**src/hdl/nfcp_pkg.sv**
```systemverilog
// Shared types and codes for the NFC response frame parser.
`default_nettype none

package nfcp_pkg;

    typedef enum logic [1:0] {
        ST_OK      = 2'd0,
        ST_TIMEOUT = 2'd1,
        ST_INVALID = 2'd2,
        ST_NOSPACE = 2'd3
    } status_t;

    localparam logic [1:0] CFG_SENT_COMMAND   = 2'd0;
    localparam logic [1:0] CFG_MAX_PAYLOAD    = 2'd1;
    localparam logic [1:0] CFG_DIRECTION_CODE = 2'd2;

    localparam logic [7:0] RST_SENT_COMMAND   = 8'd0;
    localparam logic [7:0] RST_MAX_PAYLOAD    = 8'd64;
    localparam logic [7:0] RST_DIRECTION_CODE = 8'd213;

    localparam logic [7:0] PREAMBLE_LAST = 8'hFF;
    localparam logic [7:0] MIN_LENGTH    = 8'd2;

    typedef struct packed {
        logic [7:0] sent_command;
        logic [7:0] max_payload;
        logic [7:0] direction_code;
    } nfcp_cfg_t;

    typedef struct packed {
        logic [7:0] payload_byte;
        logic       is_status;
        status_t    status;
        logic [7:0] frame_length;
    } nfcp_result_t;

endpackage

`default_nettype wire

```
**src/hdl/nfcp_cfg_regs.sv**
```systemverilog
// Configuration register file: command, payload limit and direction code.
`default_nettype none

module nfcp_cfg_regs
    import nfcp_pkg::*;
(
    input  wire logic       aclk,
    input  wire logic       aresetn,
    input  wire logic       cfg_valid,
    output logic            cfg_ready,
    input  wire logic [1:0] cfg_index,
    input  wire logic [7:0] cfg_data,
    output nfcp_cfg_t       cfg
);

    nfcp_cfg_t cfg_reg;

    assign cfg_ready = 1'b1;
    assign cfg       = cfg_reg;

    always_ff @(posedge aclk) begin
        if (!aresetn) begin
            cfg_reg.sent_command   <= RST_SENT_COMMAND;
            cfg_reg.max_payload    <= RST_MAX_PAYLOAD;
            cfg_reg.direction_code <= RST_DIRECTION_CODE;
        end else if (cfg_valid) begin
            // index beyond the list is dropped
            unique case (cfg_index)
                CFG_SENT_COMMAND:   cfg_reg.sent_command   <= cfg_data;
                CFG_MAX_PAYLOAD:    cfg_reg.max_payload    <= cfg_data;
                CFG_DIRECTION_CODE: cfg_reg.direction_code <= cfg_data;
                default: ;
            endcase
        end
    end

endmodule

`default_nettype wire

```
**src/hdl/nfcp_parser.sv**
```systemverilog
// Frame state machine: one byte or timeout per step, emits payload or status.
`default_nettype none

module nfcp_parser
    import nfcp_pkg::*;
(
    input  wire logic       aclk,
    input  wire logic       aresetn,
    input  wire logic       step_en,
    input  wire logic [7:0] rx_byte,
    input  wire logic       timed_out,
    input  wire nfcp_cfg_t  cfg,
    output logic            res_valid,
    output nfcp_result_t    res
);

    typedef enum logic [3:0] {
        PH_PRE0    = 4'd0,
        PH_PRE1    = 4'd1,
        PH_PRE2    = 4'd2,
        PH_LEN     = 4'd3,
        PH_LCS     = 4'd4,
        PH_TFI     = 4'd5,
        PH_CMD     = 4'd6,
        PH_DATA    = 4'd7,
        PH_DCS     = 4'd8,
        PH_POST    = 4'd9,
        PH_CMD_BAD = 4'd10
    } phase_t;

    phase_t     phase_reg, phase_next;
    logic [7:0] length_byte_reg, length_byte_next;
    logic [7:0] remaining_reg, remaining_next;
    logic [7:0] running_sum_reg, running_sum_next;

    logic [7:0] pre_or;
    logic [7:0] lcs_sum;
    logic [7:0] payload_len;
    logic [7:0] cmd_expect;
    logic [7:0] sum_plus;
    logic [7:0] rem_minus;
    logic       status_hit;
    status_t    status_code;
    logic [7:0] status_len;

    assign pre_or      = running_sum_reg | (rx_byte ^ PREAMBLE_LAST);
    assign lcs_sum     = length_byte_reg + rx_byte;
    assign payload_len = length_byte_reg - MIN_LENGTH;
    assign cmd_expect  = cfg.sent_command + 8'd1;
    assign sum_plus    = running_sum_reg + rx_byte;
    assign rem_minus   = remaining_reg - 8'd1;

    always_comb begin
        phase_next       = phase_reg;
        length_byte_next = length_byte_reg;
        remaining_next   = remaining_reg;
        running_sum_next = running_sum_reg;
        status_hit       = 1'b0;
        status_code      = ST_OK;
        status_len       = 8'd0;
        res_valid        = 1'b0;
        res              = '0;

        if (timed_out) begin
            status_hit  = 1'b1;
            status_code = ST_TIMEOUT;
        end else begin
            unique case (phase_reg)
                PH_PRE0: begin
                    running_sum_next = rx_byte;
                    phase_next       = PH_PRE1;
                end
                PH_PRE1: begin
                    running_sum_next = running_sum_reg | rx_byte;
                    phase_next       = PH_PRE2;
                end
                PH_PRE2: begin
                    if (pre_or != 8'd0) begin
                        status_hit  = 1'b1;
                        status_code = ST_INVALID;
                    end else begin
                        running_sum_next = 8'd0;
                        phase_next       = PH_LEN;
                    end
                end
                PH_LEN: begin
                    length_byte_next = rx_byte;
                    phase_next       = PH_LCS;
                end
                PH_LCS: begin
                    if (lcs_sum != 8'd0 || length_byte_reg < MIN_LENGTH) begin
                        status_hit  = 1'b1;
                        status_code = ST_INVALID;
                    end else if (payload_len > cfg.max_payload) begin
                        status_hit  = 1'b1;
                        status_code = ST_NOSPACE;
                    end else begin
                        remaining_next = payload_len;
                        phase_next     = PH_TFI;
                    end
                end
                PH_TFI: begin
                    phase_next       = (rx_byte == cfg.direction_code) ? PH_CMD : PH_CMD_BAD;
                    running_sum_next = rx_byte;
                end
                PH_CMD_BAD: begin
                    status_hit  = 1'b1;
                    status_code = ST_INVALID;
                end
                PH_CMD: begin
                    if (rx_byte != cmd_expect) begin
                        status_hit  = 1'b1;
                        status_code = ST_INVALID;
                    end else begin
                        running_sum_next = sum_plus;
                        phase_next       = (remaining_reg == 8'd0) ? PH_DCS : PH_DATA;
                    end
                end
                PH_DATA: begin
                    running_sum_next = sum_plus;
                    remaining_next   = rem_minus;
                    if (rem_minus == 8'd0) begin
                        phase_next = PH_DCS;
                    end
                    res_valid        = 1'b1;
                    res.payload_byte = rx_byte;
                end
                PH_DCS: begin
                    running_sum_next = sum_plus;
                    phase_next       = PH_POST;
                end
                PH_POST: begin
                    status_hit = 1'b1;
                    if (running_sum_reg != 8'd0 || rx_byte != 8'd0) begin
                        status_code = ST_INVALID;
                    end else begin
                        status_code = ST_OK;
                        status_len  = payload_len;
                    end
                end
                default: begin
                    phase_next       = PH_PRE0;
                    length_byte_next = 8'd0;
                    remaining_next   = 8'd0;
                    running_sum_next = 8'd0;
                end
            endcase
        end

        // any status ends the frame: back to hunting
        if (status_hit) begin
            phase_next       = PH_PRE0;
            length_byte_next = 8'd0;
            remaining_next   = 8'd0;
            running_sum_next = 8'd0;
            res_valid        = 1'b1;
            res.is_status    = 1'b1;
            res.status       = status_code;
            res.frame_length = status_len;
        end
    end

    always_ff @(posedge aclk) begin
        if (!aresetn) begin
            phase_reg       <= PH_PRE0;
            length_byte_reg <= 8'd0;
            remaining_reg   <= 8'd0;
            running_sum_reg <= 8'd0;
        end else if (step_en) begin
            phase_reg       <= phase_next;
            length_byte_reg <= length_byte_next;
            remaining_reg   <= remaining_next;
            running_sum_reg <= running_sum_next;
        end
    end

    a_status_rehunt: assert property (@(posedge aclk) disable iff (!aresetn)
        step_en && res_valid && res.is_status |=> phase_reg == PH_PRE0)
        else $error("parser did not return to hunting after a status");

    a_data_count: assert property (@(posedge aclk) disable iff (!aresetn)
        !(phase_reg == PH_DATA && remaining_reg == 8'd0))
        else $error("payload phase entered with no bytes left");

    a_payload_phase: assert property (@(posedge aclk) disable iff (!aresetn)
        res_valid && !res.is_status |-> phase_reg == PH_DATA && !timed_out)
        else $error("payload beat outside the payload phase");

    a_limit: assert property (@(posedge aclk) disable iff (!aresetn)
        step_en && phase_reg == PH_LCS && !res_valid |=> remaining_reg <= cfg.max_payload)
        else $error("accepted length exceeds the payload limit");

endmodule

`default_nettype wire

```
**src/hdl/nfcp_out_reg.sv**
```systemverilog
// Result register on the master side of the stream.
`default_nettype none

module nfcp_out_reg
    import nfcp_pkg::*;
(
    input  wire logic          aclk,
    input  wire logic          aresetn,
    input  wire logic          load,
    input  wire nfcp_result_t  res,
    output logic               can_load,
    output logic               m_tvalid,
    input  wire logic          m_tready,
    output logic [23:0]        m_tdata,
    output logic               m_tuser
);

    logic         valid_reg;
    nfcp_result_t res_reg;

    assign can_load = !valid_reg || m_tready;
    assign m_tvalid = valid_reg;
    assign m_tdata  = {6'd0, res_reg.frame_length, res_reg.status, res_reg.payload_byte};
    assign m_tuser  = res_reg.is_status;

    always_ff @(posedge aclk) begin
        if (!aresetn) begin
            valid_reg <= 1'b0;
        end else if (load) begin
            valid_reg <= 1'b1;
        end else if (m_tready) begin
            valid_reg <= 1'b0;
        end
    end

    always_ff @(posedge aclk) begin
        if (load) begin
            res_reg <= res;
        end
    end

endmodule

`default_nettype wire

```
**src/hdl/nfc_response_frame_parser.sv**
```systemverilog
// Top level: input register, config registers, frame parser and result register.
// An accepted beat waits in the input register; the parser step is a single registered pass.
// Throughput: one beat per cycle while the result register can take each result.
// A beat that yields no result advances even while the result register is full.
// Reset (aresetn low, synchronous): channels empty, parser hunting, config at defaults.
`default_nettype none

module nfc_response_frame_parser
    import nfcp_pkg::*;
(
    input  wire logic        aclk,
    input  wire logic        aresetn,
    input  wire logic        s_tvalid,
    output logic             s_tready,
    input  wire logic [7:0]  s_tdata,   // [7:0] rx_byte
    input  wire logic        s_tuser,   // [0] timed_out
    output logic             m_tvalid,
    input  wire logic        m_tready,
    output logic [23:0]      m_tdata,   // [7:0] payload_byte, [9:8] status, [17:10] frame_length
    output logic             m_tuser,   // [0] is_status
    input  wire logic        cfg_valid,
    output logic             cfg_ready,
    input  wire logic [1:0]  cfg_index,
    input  wire logic [7:0]  cfg_data
);

    logic         in_valid_reg;
    logic [7:0]   in_byte_reg;
    logic         in_tmo_reg;
    logic         advance;
    logic         res_valid;
    logic         out_can_load;
    nfcp_result_t res;
    nfcp_cfg_t    cfg;

    // hold the beat while its result cannot be loaded
    assign advance  = in_valid_reg && (!res_valid || out_can_load);
    assign s_tready = !in_valid_reg || advance;

    always_ff @(posedge aclk) begin
        if (!aresetn) begin
            in_valid_reg <= 1'b0;
        end else if (s_tready) begin
            in_valid_reg <= s_tvalid;
        end
    end

    always_ff @(posedge aclk) begin
        if (s_tready && s_tvalid) begin
            in_byte_reg <= s_tdata;
            in_tmo_reg  <= s_tuser;
        end
    end

    nfcp_cfg_regs u_cfg (
        .aclk      (aclk),
        .aresetn   (aresetn),
        .cfg_valid (cfg_valid),
        .cfg_ready (cfg_ready),
        .cfg_index (cfg_index),
        .cfg_data  (cfg_data),
        .cfg       (cfg)
    );

    nfcp_parser u_parser (
        .aclk      (aclk),
        .aresetn   (aresetn),
        .step_en   (advance),
        .rx_byte   (in_byte_reg),
        .timed_out (in_tmo_reg),
        .cfg       (cfg),
        .res_valid (res_valid),
        .res       (res)
    );

    nfcp_out_reg u_out (
        .aclk     (aclk),
        .aresetn  (aresetn),
        .load     (advance && res_valid),
        .res      (res),
        .can_load (out_can_load),
        .m_tvalid (m_tvalid),
        .m_tready (m_tready),
        .m_tdata  (m_tdata),
        .m_tuser  (m_tuser)
    );

endmodule

`default_nettype wire

```
**config.mk**
```make
export PLATFORM = sky130hd
export DESIGN_NAME = nfc_response_frame_parser
export DESIGN_NICKNAME = d
export VERILOG_FILES = /design/src/hdl/nfcp_pkg.sv /design/src/hdl/nfcp_cfg_regs.sv /design/src/hdl/nfcp_parser.sv /design/src/hdl/nfcp_out_reg.sv /design/src/hdl/nfc_response_frame_parser.sv
export SDC_FILE = /design/constraint.sdc
export NUM_CORES = 1
export LEC_CHECK = 0
export BUFFER_PORTS_ARGS = -buffer_cell sky130_fd_sc_hd__buf_2
export CELL_PAD_IN_SITES_DETAIL_PLACEMENT = 0
export CELL_PAD_IN_SITES_GLOBAL_PLACEMENT = 1
export CORE_MARGIN = 2
export CORE_UTILIZATION = 30
export CTS_CLUSTER_DIAMETER = 100
export DETAILED_ROUTE_END_ITERATION = 10
export PLACE_DENSITY = 0.55
export SYNTH_ARGS = -nofsm -noshare
export SYNTH_HDL_FRONTEND = slang
export SYNTH_SLANG_ARGS = --single-unit
```
**constraint.sdc**
```tcl
create_clock -name aclk -period 3.8 [get_ports aclk]
set_clock_uncertainty 0.1 [all_clocks]
set_input_delay 0.57 -clock aclk [delete_from_list [all_inputs] [get_ports aclk]]
set_output_delay 0.57 -clock aclk [all_outputs]
set_load 0.005 [all_outputs]
```
==> impl_metrics.json <==
{
  "max_freq_ghz": 0.263,
  "violations": "setup timing",
  "row_count": 49,
  "dieArea_um2": 19400,
  "worst-setup-path-type": "flip-flop to output pin",
  "firstDrtPassIters": 6,
  "rrSetupSlack_ps": 460,
  "synth-simple-area-share_pct": 20.6,
  "portBuffers": 44,
  "cts_tree": "built",
  "grt_overflow": 0,
  "initial_core_util_pct": 30.6,
  "slew_violations": 0,
  "hold_viol": 0,
  "synth_cells": 622,
  "antennaDiodeCount": 0,
  "synthXorXnorAreaFrac_pct": 5.39,
  "dp.cells": 895,
  "area_growth_pct": 20.7,
  "grt_pass1_wl_mm": 26.1,
  "num_vias": 4661,
  "synth_seq_cells": 82,
  "final_area_um2": 6640,
  "cts_root_buffer": "clkbuf_16",
  "leakagePower_nw": 2.81,
  "cts_buffers": 9,
  "tightestPinTransition_ps": 1080,
  "synth_ff_type": "dfxtp_1",
  "ys.warnings.count": 0,
  "pin_count": 52,
  "outcome": "finished, violations left",
  "timing.final.ws_setup_ps": -6.85,
  "ys_seq_area_share_pct": 35.0,
  "final_antenna_net_count": 0,
  "drc": 0,
  "clock_sinks": 82,
  "synth_top_family_by_area": "simple AND/OR/NAND/NOR gates",
  "start_kind": "flip-flop",
  "largest_reg_flops": 24,
  "crit_fanout": 3,
  "placed_area_um2": 6070,
  "fin_util_pct": 36.9,
  "routabilityCongestion": 0.889,
  "syn_avg_cell_area_um2": 8.84,
  "cts.path.max_buffers": 2,
  "clkTransAtPathRegs_ps": 70,
  "layout-drive-gt1-share_pct": 21.3,
  "worstPathArrival_ps": 3140,
  "maxUsedRoutingLayer": "met4",
  "wl_met3_um": 524,
  "final_net_count": 755,
  "relSlewSlack_pct": 28.1,
  "finalNonFillerCells": 920,
  "antenna_found_initial": 0,
  "grt_pass1_vias": 4583,
  "routed_wl_mm": 16.8,
  "clock_latency_ps": 350,
  "first_iter_violations": 339,
  "setup.worst_path.start": "u_parser.length_byte_reg[2]$_SDFFE_PN0P_",
  "timing.rr.start": "in_byte_reg[0]$_DFFE_PP_",
  "met1Wirelength_mm": 7.95,
  "core_um2": 18000,
  "detail_route.wl_per_cell_um": 18.2,
  "synth_edf_count": 28,
  "track_usage_pct": 17.4,
  "ctsHoldBuffers": 0,
  "p_total_mw": 2.18,
  "final_cell_mix": "nand2_1, dfxtp_1, inv_1",
  "endpoint_kind": "output pin",
  "synth-compound-area-share_pct": 13.0,
  "grt_max_degree": 26,
  "layout_commonest_cell": "nand2_1",
  "synthAdderAreaFrac_pct": 10.5,
  "tns_ps": -6.85,
  "htreeDepth": 3,
  "hp-class": "input pin to flip-flop",
  "finalCritPeriodShare_pct": 100,
  "ir_worst_vdd_mv": 0.201,
  "synthMuxAreaShare_pct": 7.85,
  "power_density_nw_per_um2": 328,
  "die_x_um": 139,
  "die_y_um": 139,
  "drv_cap": 0,
  "wl_met2_mm": 8.07,
  "setup_viol": 1,
  "yosysUniqueCellTypes": 69,
  "async_flop_share_pct": 0,
  "rsz0062_at_grt": "yes",
  "period_needed_ps": 3810,
  "viasPerCell": 5.07,
  "netlist_area_um2": 5500,
  "hpwl_mm": 12.3,
  "hold_start": "s_tdata[5]",
  "cp.required_ps": 3130
}
## power breakdown
| part | switching [mW] | leakage [nW] | internal [mW] | total, mW |
|---|---|---|---|---|
| logic | 0.159 | 1.95 | 0.108 | 0.267 |
| clock network | 0.378 | 0.152 | 0.576 | 0.953 |
| registers | 0.0277 | 0.712 | 0.932 | 0.959 |
| total | 0.565 | 2.81 | 1.62 | 2.18 |
## cell usage after synthesis (5+ instances only)
cell | instances | area (µm²)
buf_4 | 8 | 60.1
o211ai_1 | 6 | 45.0
a21oi_1 | 21 | 105
nor3b_1 | 6 | 45.0
o221ai_1 | 5 | 43.8
dfxtp_1 | 54 | 1080
ha_1 | 43 | 538
nor2b_1 | 7 | 43.8
nor4_1 | 8 | 50.1
nor3_1 | 17 | 85.1
a22oi_1 | 5 | 37.5
buf_6 | 6 | 67.6
xnor2_1 | 20 | 175
nand2b_1 | 8 | 50.1
nand3_1 | 22 | 110
inv_1 | 50 | 188
clkbuf_1 | 23 | 86.3
o21ai_0 | 18 | 90.1
o22ai_1 | 5 | 31.3
nor2_1 | 43 | 161
mux2i_1 | 42 | 420
xor2_1 | 12 | 105
nand4_1 | 11 | 68.8
nand2_1 | 76 | 285
edfxtp_1 | 28 | 841
## repair_timing
item                                    4_1_cts  5_1_grt
pin swaps                                    16       15
gates resized for setup                      23       18
setup buffers                                 5        4
endpoints found under the setup margin        1        1
## critical path: stages, from the launching register on
cell	delay, ps
dfxtp_2	360
inv_2	50
ha_4	150
buf_4	120
buf_4	120
xnor2_1	210
inv_1	120
ha_1	330
o211ai_1	120
a21o_1	210
a21oi_4	170
nor4_4	50
and3_4	200
a21bo_4	220
or2_4	230
buf_6	110
## worst paths after layout
kind	to	cells after the start
setup reg to reg	in_byte_reg[3]$_DFFE_PP_	12
hold reg to reg	u_cfg.cfg[5]$_SDFFE_PN0P_	2
setup / recovery	s_tready	15
hold / removal	in_byte_reg[5]$_DFFE_PP_	1
## final cells by class
| cell class | instances | area [µm²] |
|---|---|---|
| Multi-Input combinational cell | 456 | 3360 |
| Timing Repair Buffer | 87 | 562 |
| Fill cell | 1844 | 11300 |
| Tap cell | 229 | 287 |
| Sequential cell | 82 | 1930 |
| Clock buffer | 11 | 233 |
| Inverter | 50 | 188 |
| Clock inverter | 5 | 77.6 |
## per-stage QoR
stage | setup WS, ps | hold WS [ps]
after floorplan | 89.4 | 349
after global placement | 162 | 371
after detailed placement | 85.3 | 375
after CTS | -56.6 | 276
after global routing | -102 | 273
final | -6.85 | 288
## routing by layer
| layer | global-route usage [%] | up-vias |
|---|---|---|
| met5 | 0 | - |
| met4 | 4.63 | 0 |
| met3 | 2.79 | 19 |
| met2 | 28.9 | 86 |
| met1 | 23.4 | 2262 |
| li1 | - | 2294 |
## cells by family (layout without fill, tap and decap cells)
group | Yosys count | count (layout)
fa+ha+maj | 45 | 45
other cells | 2 | 7
mux | 43 | 43
buf+inv | 89 | 153
flops | 82 | 82
xor+xnor | 33 | 33
simple gates | 228 | 228
compound gates | 100 | 100
Power figures use the tool's default switching activity.
